**config.mk**
```make
export PLATFORM = sky130hd
export DESIGN_NAME = lcg_generator_with_fraction
export DESIGN_NICKNAME = d
export VERILOG_FILES = /design/src/hw/rtl/lcg_pkg.sv /design/src/hw/rtl/lcg_generator_with_fraction.sv
export SDC_FILE = /design/constraint.sdc
export NUM_CORES = 1
export LEC_CHECK = 0
export ABC_CLOCK_PERIOD_IN_PS = 18600
export BUFFER_PORTS_ARGS = -buffer_cell sky130_fd_sc_hd__buf_2
export CORE_ASPECT_RATIO = 2
export CORE_MARGIN = 4
export CORE_UTILIZATION = 35
export DETAILED_ROUTE_END_ITERATION = 8
export GPL_TIMING_DRIVEN = 0
export RECOVER_POWER = 25
export SLEW_MARGIN = 20
export SYNTH_ARGS = -nofsm -noshare
export SYNTH_HDL_FRONTEND = slang
export SYNTH_SLANG_ARGS = --single-unit
```
**constraint.sdc**
```tcl
create_clock -name clk -period 18.6 [get_ports clk]
set_input_delay 4.65 -clock clk [delete_from_list [all_inputs] [get_ports clk]]
set_output_delay 4.65 -clock clk [all_outputs]
set_load 0.01 [all_outputs]
```
**src/hw/rtl/lcg_pkg.sv**
```systemverilog
package lcg_pkg;

	// field widths
	localparam int SEED_W   = 31;
	localparam int PROD_W   = 2 * SEED_W;
	localparam int DECILE_W = 4;
	localparam int DEC_ACC_W = SEED_W + 4;
	localparam int CFG_W    = 32;
	localparam int ADDR_W   = 4;

	// default fraction width
	localparam int FRACTION_BITS_DEF = 16;

	// register reset values
	localparam logic [SEED_W-1:0] MULT_RST = SEED_W'(40);
	localparam logic [SEED_W-1:0] INC_RST  = SEED_W'(725);
	localparam logic [SEED_W-1:0] MOD_RST  = SEED_W'(729);
	localparam logic [SEED_W-1:0] SEED_RST = SEED_W'(1);

	// saturated decile
	localparam logic [DECILE_W-1:0] DECILE_SAT = DECILE_W'(9);

	// register indexes (paddr[3:2])
	localparam logic [1:0] REG_MULT = 2'd0;
	localparam logic [1:0] REG_INC  = 2'd1;
	localparam logic [1:0] REG_MOD  = 2'd2;

	// request opcodes
	localparam logic OP_ADVANCE = 1'b0;
	localparam logic OP_LOAD    = 1'b1;

	// sequencer states
	typedef enum logic [2:0] {
		ST_IDLE,
		ST_MUL,
		ST_MOD,
		ST_PREP,
		ST_FRAC,
		ST_DONE
	} state_t;

endpackage

```
**src/hw/rtl/lcg_generator_with_fraction.sv**
```systemverilog
// advance request: a bit-serial shift-add multiply, then a restoring remainder, then the fraction division
// load request: only the fraction division, on the shared subtractor
// one request in flight, next taken the cycle after the result is registered,
// later while a result waits on m_tready
// async reset: seed 1, multiplier 40, increment 725, modulus 729, no result pending
module lcg_generator_with_fraction #(
	parameter int FRACTION_BITS = lcg_pkg::FRACTION_BITS_DEF
) (
	input  logic clk,
	input  logic arst_n,
	// input request
	input  logic s_tvalid,
	output logic s_tready,
	input  logic [31:0] s_tdata,   // load_value[30:0]
	input  logic s_tuser,          // opcode
	// result
	output logic m_tvalid,
	input  logic m_tready,
	// seed_out, fraction, decile, zero pad (lowest first)
	output logic [((lcg_pkg::SEED_W + FRACTION_BITS + lcg_pkg::DECILE_W + 7) / 8) * 8 - 1:0]
		m_tdata,
	// register port
	input  logic psel,
	input  logic penable,
	input  logic pwrite,
	input  logic [lcg_pkg::ADDR_W-1:0] paddr,
	input  logic [lcg_pkg::CFG_W-1:0] pwdata,
	output logic [lcg_pkg::CFG_W-1:0] prdata,
	output logic pready
);

	localparam int SW      = lcg_pkg::SEED_W;
	localparam int DW      = lcg_pkg::DECILE_W;
	localparam int AW      = lcg_pkg::DEC_ACC_W;
	localparam int OUT_W   = SW + FRACTION_BITS + DW;
	localparam int TDATA_W = ((OUT_W + 7) / 8) * 8;
	localparam int MAX_STEPS = (lcg_pkg::PROD_W > FRACTION_BITS) ? lcg_pkg::PROD_W
		: FRACTION_BITS;
	localparam int CNT_W   = $clog2(MAX_STEPS);

	lcg_pkg::state_t state_q, state_d;

	logic [SW-1:0] mult_q, inc_q, mod_q;
	logic [SW-1:0] seed_q;
	logic [SW:0]   hi_q;
	logic [SW-1:0] lo_q;
	logic [SW:0]   r_q;
	logic [CNT_W-1:0] cnt_q;
	logic [FRACTION_BITS-1:0] quo_q;
	logic [AW-1:0] dd_q, dv_q;
	logic [DW-1:0] dec_q;
	logic sat_q;

	logic [SW-1:0] out_seed_q;
	logic [FRACTION_BITS-1:0] out_frac_q;
	logic [DW-1:0] out_dec_q;
	logic out_valid_q;

	logic in_acc, cfg_wr, out_free, cnt_last;
	logic [SW+1:0] mul_sum;
	logic [SW:0]   rem_shift, rem_sub;
	logic          rem_ge, dec_ge;

	assign in_acc   = s_tvalid && s_tready;
	assign cfg_wr   = psel && penable && pwrite && pready;
	assign out_free = !out_valid_q || m_tready;
	assign pready   = 1'b1;

	// register write
	always_ff @(posedge clk or negedge arst_n) begin
		if (!arst_n) begin
			mult_q <= lcg_pkg::MULT_RST;
			inc_q  <= lcg_pkg::INC_RST;
			mod_q  <= lcg_pkg::MOD_RST;
		end else if (cfg_wr) begin
			case (paddr[3:2])
				lcg_pkg::REG_MULT: mult_q <= pwdata[SW-1:0];
				lcg_pkg::REG_INC:  inc_q  <= pwdata[SW-1:0];
				lcg_pkg::REG_MOD:  mod_q  <= pwdata[SW-1:0];
				default: ;
			endcase
		end
	end

	// register read
	always_comb begin
		case (paddr[3:2])
			lcg_pkg::REG_MULT: prdata = lcg_pkg::CFG_W'(mult_q);
			lcg_pkg::REG_INC:  prdata = lcg_pkg::CFG_W'(inc_q);
			lcg_pkg::REG_MOD:  prdata = lcg_pkg::CFG_W'(mod_q);
			default:           prdata = '0;
		endcase
	end

	// shift-add step: add multiplier when the low product bit is set
	assign mul_sum = {1'b0, hi_q} + (lo_q[0] ? {2'b00, mult_q} : '0);

	// shared restoring subtractor: product bits in remainder phase, zeros in fraction phase
	assign rem_shift = {r_q[SW-1:0], (state_q == lcg_pkg::ST_MOD) ? hi_q[SW-1] : 1'b0};
	assign rem_ge    = rem_shift >= {1'b0, mod_q};
	assign rem_sub   = rem_shift - {1'b0, mod_q};

	// decile quotient digit
	assign dec_ge = dd_q >= dv_q;

	always_comb begin
		case (state_q)
			lcg_pkg::ST_MUL:  cnt_last = cnt_q == CNT_W'(SW - 1);
			lcg_pkg::ST_MOD:  cnt_last = cnt_q == CNT_W'(lcg_pkg::PROD_W - 1);
			lcg_pkg::ST_FRAC: cnt_last = cnt_q == CNT_W'(FRACTION_BITS - 1);
			default:          cnt_last = 1'b0;
		endcase
	end

	// state register
	always_ff @(posedge clk or negedge arst_n) begin
		if (!arst_n) begin
			state_q <= lcg_pkg::ST_IDLE;
		end else begin
			state_q <= state_d;
		end
	end

	// next state and handshake outputs
	always_comb begin
		state_d  = state_q;
		s_tready = 1'b0;
		case (state_q)
			lcg_pkg::ST_IDLE: begin
				s_tready = 1'b1;
				if (s_tvalid) begin
					state_d = (s_tuser == lcg_pkg::OP_LOAD) ? lcg_pkg::ST_PREP
						: lcg_pkg::ST_MUL;
				end
			end
			lcg_pkg::ST_MUL: begin
				if (cnt_last) state_d = lcg_pkg::ST_MOD;
			end
			lcg_pkg::ST_MOD: begin
				if (cnt_last) state_d = lcg_pkg::ST_PREP;
			end
			lcg_pkg::ST_PREP: begin
				state_d = lcg_pkg::ST_FRAC;
			end
			lcg_pkg::ST_FRAC: begin
				if (cnt_last) state_d = lcg_pkg::ST_DONE;
			end
			lcg_pkg::ST_DONE: begin
				if (out_free) state_d = lcg_pkg::ST_IDLE;
			end
			default: state_d = lcg_pkg::ST_IDLE;
		endcase
	end

	// step counter
	always_ff @(posedge clk or negedge arst_n) begin
		if (!arst_n) begin
			cnt_q <= '0;
		end else if (cnt_last || state_q == lcg_pkg::ST_IDLE) begin
			cnt_q <= '0;
		end else if (state_q == lcg_pkg::ST_MUL || state_q == lcg_pkg::ST_MOD
			|| state_q == lcg_pkg::ST_FRAC) begin
			cnt_q <= cnt_q + CNT_W'(1);
		end
	end

	// seed register
	always_ff @(posedge clk or negedge arst_n) begin
		if (!arst_n) begin
			seed_q <= lcg_pkg::SEED_RST;
		end else if (in_acc && s_tuser == lcg_pkg::OP_LOAD) begin
			seed_q <= s_tdata[SW-1:0];
		end else if (state_q == lcg_pkg::ST_MOD && cnt_last) begin
			seed_q <= rem_ge ? rem_sub[SW-1:0] : rem_shift[SW-1:0];
		end
	end

	// product, remainder, fraction and decile datapath
	always_ff @(posedge clk) begin
		case (state_q)
			lcg_pkg::ST_IDLE: begin
				// increment preloaded in the high half is added by the shift-add
				hi_q <= {1'b0, inc_q};
				lo_q <= seed_q;
				r_q  <= '0;
			end
			lcg_pkg::ST_MUL: begin
				hi_q <= mul_sum[SW+1:1];
				lo_q <= {mul_sum[0], lo_q[SW-1:1]};
			end
			lcg_pkg::ST_MOD: begin
				// product leaves msb first from bit 61
				hi_q <= {hi_q[SW-1:0], lo_q[SW-1]};
				lo_q <= {lo_q[SW-2:0], 1'b0};
				r_q  <= rem_ge ? rem_sub : rem_shift;
			end
			lcg_pkg::ST_PREP: begin
				r_q   <= {1'b0, seed_q};
				sat_q <= seed_q >= mod_q;
				dd_q  <= AW'({seed_q, 3'b000}) + AW'({seed_q, 1'b0});
				dv_q  <= AW'({mod_q, 3'b000});
				dec_q <= '0;
				quo_q <= '0;
			end
			lcg_pkg::ST_FRAC: begin
				r_q   <= rem_ge ? rem_sub : rem_shift;
				quo_q <= {quo_q[FRACTION_BITS-2:0], rem_ge};
				// four decile digits during the first fraction steps
				if (cnt_q < CNT_W'(DW)) begin
					dd_q  <= dec_ge ? dd_q - dv_q : dd_q;
					dv_q  <= dv_q >> 1;
					dec_q <= {dec_q[DW-2:0], dec_ge};
				end
			end
			default: ;
		endcase
	end

	// result register
	always_ff @(posedge clk or negedge arst_n) begin
		if (!arst_n) begin
			out_valid_q <= 1'b0;
		end else if (state_q == lcg_pkg::ST_DONE && out_free) begin
			out_valid_q <= 1'b1;
		end else if (m_tready) begin
			out_valid_q <= 1'b0;
		end
	end

	always_ff @(posedge clk) begin
		if (state_q == lcg_pkg::ST_DONE && out_free) begin
			out_seed_q <= seed_q;
			out_frac_q <= sat_q ? '1 : quo_q;
			out_dec_q  <= sat_q ? lcg_pkg::DECILE_SAT : dec_q;
		end
	end

	assign m_tvalid = out_valid_q;
	assign m_tdata  = TDATA_W'({out_dec_q, out_frac_q, out_seed_q});

	// an advance request starts the multiply
	assert property (@(posedge clk) disable iff (!arst_n)
		(in_acc && s_tuser == lcg_pkg::OP_ADVANCE) |=> state_q == lcg_pkg::ST_MUL)
		else $error("advance request did not start multiply");

	// the running remainder stays below a nonzero modulus
	assert property (@(posedge clk) disable iff (!arst_n)
		(state_q == lcg_pkg::ST_MOD && mod_q != '0) |-> r_q < {1'b0, mod_q})
		else $error("remainder out of range");

	// a result appears only after the sequencer finished
	assert property (@(posedge clk) disable iff (!arst_n)
		$rose(m_tvalid) |-> $past(state_q == lcg_pkg::ST_DONE))
		else $error("result without finished request");

	// decile stays within the unit interval bins
	assert property (@(posedge clk) disable iff (!arst_n)
		m_tvalid |-> out_dec_q <= lcg_pkg::DECILE_SAT)
		else $error("decile above saturation");

endmodule
```
==> flow_summary.yaml <==
pwr:
  total_power_mw: 6.07
  ir_drop_uv: 82.6
  p_leak_nw: 11.2
  power_density_mw_per_mm2: 222
floorplan:
  fp.dieArea_mm2: 0.0732
  fp.dieH_um: 379
  ios: 167
  std_cell_rows: 135
  initial_utilization_pct: 35.4
  die_w_um: 193
  fp.coreArea_mm2: 0.0679
logic_synthesis:
  synth_top_area_cell: "edfxtp_1"
  yosys_warnings: 0
  synthCells: 2538
  ys_ff_latch: 369
  synth.distinct_cells: 96
  synth_edf_count: 235
  synth_area_per_cell_um2: 9.47
  synth_top_cells_by_area: "edfxtp_1 29%, dfrtp_1 12%, ha_1 8.2%"
  async_flop_share_pct: 36.3
  seq_area_frac_synth_pct: 43.4
  syn_area_mm2: 0.0240
  synthFlopType: "edfxtp_1"
  synth_top_area_share_pct: 29.4
timing:
  tightest_slew_ns: 2.88
  setup_slack_ns: 6.92
  timing.fmax_ghz: 0.0856
  finalCritPeriodShare_pct: 62.8
  skew_ns: 0.0208
  rsz0062_at_grt: "no"
  slew_headroom_pct: -91.8
  hold_viol: 0
  drv_slew: 76
  setup_viol: 0
  setup_tns_ns: 0
  fin_crit_ns: 11.68
drt:
  drt_iter0_drc: 1818
  remaining_drc_errors: 0
  ant_nets: 0
  vias: 21100
  drt-total-wl_um: 91800
  vias_per_cell: 5.77
  routedWlPerCell_um: 25.1
  first_pass_iters: 6
clock_tree:
  cts_setup_buffers: 0
  ctsHoldBuffers: 0
  htree_levels: 2
  numCtsBuffers: 38
  cts_sinks: 369
  cts_tree: "built"
  cts.clk_slew.worst_paths_ns: 0.07
  clk_latency_ns: 0.58
  cts_buffer_depth: 3
  ctsResizeCount: 0
  cts_root_buffer: "clkbuf_16"
cells_and_area:
  final_common_cell: "nand2_1"
  fill_cells: 6724
  multi_input_area_mm2: 0.0127
  nNetsFinal: 2981
  synthToLayoutAreaGrowth_pct: 13.7
  num_antenna_cells: 0
  design_area_mm2: 0.0273
  layout-drive-gt1-share_pct: 13.6
  seq_area_mm2: 0.0104
  fin_util_pct: 40.3
  layout_common_cells: "275 x nand2_1, 256 x o21ai_0, 235 x edfxtp_1"
place:
  finalWeightedCongestion: 0.964
  dp_hpwl_um: 73000
  dpl_worst_slack_ns: 6.91
  io_buffer_count: 154
  placed_area_mm2: 0.0262
global_routing:
  grt_pass1_vias: 22000
  grt_max_degree: 92
  antenna_found_initial: 0
  track_usage_pct: 24.0
  grt_pass1_wl_um: 134000
  grt-ovfl-total: 0
status:
  outcome: "finished, violations left"
  violations: "capacitance limit, slew limit"
critical_path:
  cp-end-kind: "primary output"
  worstSetupPathType: "input port to primary output"
  r2r_start: "state_q[2]"
  worst-path-max-fanout: 10
  worstSetupStartpointType: "input port"
  critical_path.startpoint: "paddr[2]"
  cp.arrival_ns: 7.03
  crit_required_ns: 13.95
hold_path:
  worstHoldPathType: "flip-flop to flip-flop"
  hold_path_startpoint: "quo_q[15]"
run:
  maxCapViolations: 3
## registers in the layout, indices dropped and copies added (netlist names)
signal and count:
state_q 3, out_frac_q 16, quo_q 16, m_tvalid 1, out_seed_q 31, r_q 31, dd_q 35, dv_q 34
inc_q 31, sat_q 1, seed_q 31, mod_q 31, cnt_q 6, hi_q 32, mult_q 31, out_dec_q 4
dec_q 4, lo_q 31
## through the flow
stage | cells | hold WS (ns)
after floorplan | 2543 | 0.475
after global placement | 3587 | 0.504
after detailed placement | 3594 | 0.499
after CTS | 3664 | 0.506
after global routing | 3664 | 0.521
final | 3664 | 0.502
## logic make-up after synthesis
kind of cell | Yosys count | share of synthesized area [%]
compound gates | 836 | 21.4
simple gates | 709 | 13.7
flops | 369 | 43.4
buf+inv | 244 | 4.06
fa+ha+maj | 162 | 8.55
mux | 114 | 5.12
xor+xnor | 102 | 3.72
other cells | 2 | 0.0312
## worst max-delay path: stages
cell	delay, ns
clkbuf_1	0.43
clkbuf_1	0.82
mux2i_1	0.20
o21ai_0	0.64
buf_2	0.26
## power breakdown
part	switching, mW	total, mW	internal [mW]
logic	2.24	3.52	1.28
clock network	0.362	0.800	0.438
registers	0.331	1.75	1.41
total	2.93	6.07	3.14
## synthesized netlist by cell type, drive strengths merged, types with 18 or more instances
cell	n
a211oi	19
a21o	59
a21oi	200
a22oi	40
and2	33
and3	35
buf	27
clkbuf	106
dfrtp	119
edfxtp	235
ha	157
inv	111
mux2	66
mux2i	48
nand2	275
nand3	44
nand4	18
nor2	183
nor2b	23
nor3	23
o21a	23
o21ai	302
o21bai	20
o22ai	43
o31ai	18
or2	24
xnor2	63
xor2	39
## worst paths after layout
kind	to	slack, ns	cells past startpoint
setup / recovery	prdata[9]	6.92	5
hold / removal	out_frac_q[15]	0.50	1
setup reg to reg	dd_q[0]	12.43	7
hold reg to reg	out_frac_q[15]	0.50	1
max in group asynchronous	seed_q[20]	13.74	2
min in group asynchronous	mult_q[4]	3.96	1
## cell type report
class,count,share of cell area (%)
inverters,111,1.53
clock buffers,51,3.92
well taps,890,4.07
multi-input cells,1930,46.4
clock inverters,19,0.668
plain buffers,133,2.03
flip-flops and latches,369,38.1
repair buffers,161,3.29
## layer usage
metal  up-vias  share of wire [%]  wire length (um)  GRT usage [%]
li1       9709                  -                 -              -
met1     10300                 32             29600           22.2
met2       871                 52             48000           45.1
met3       299                4.5              4110           2.71
met4         0                 11             10200           22.3
met5         -                  0                 0              0
No activity file was read; power rests on OpenSTA's default activity.
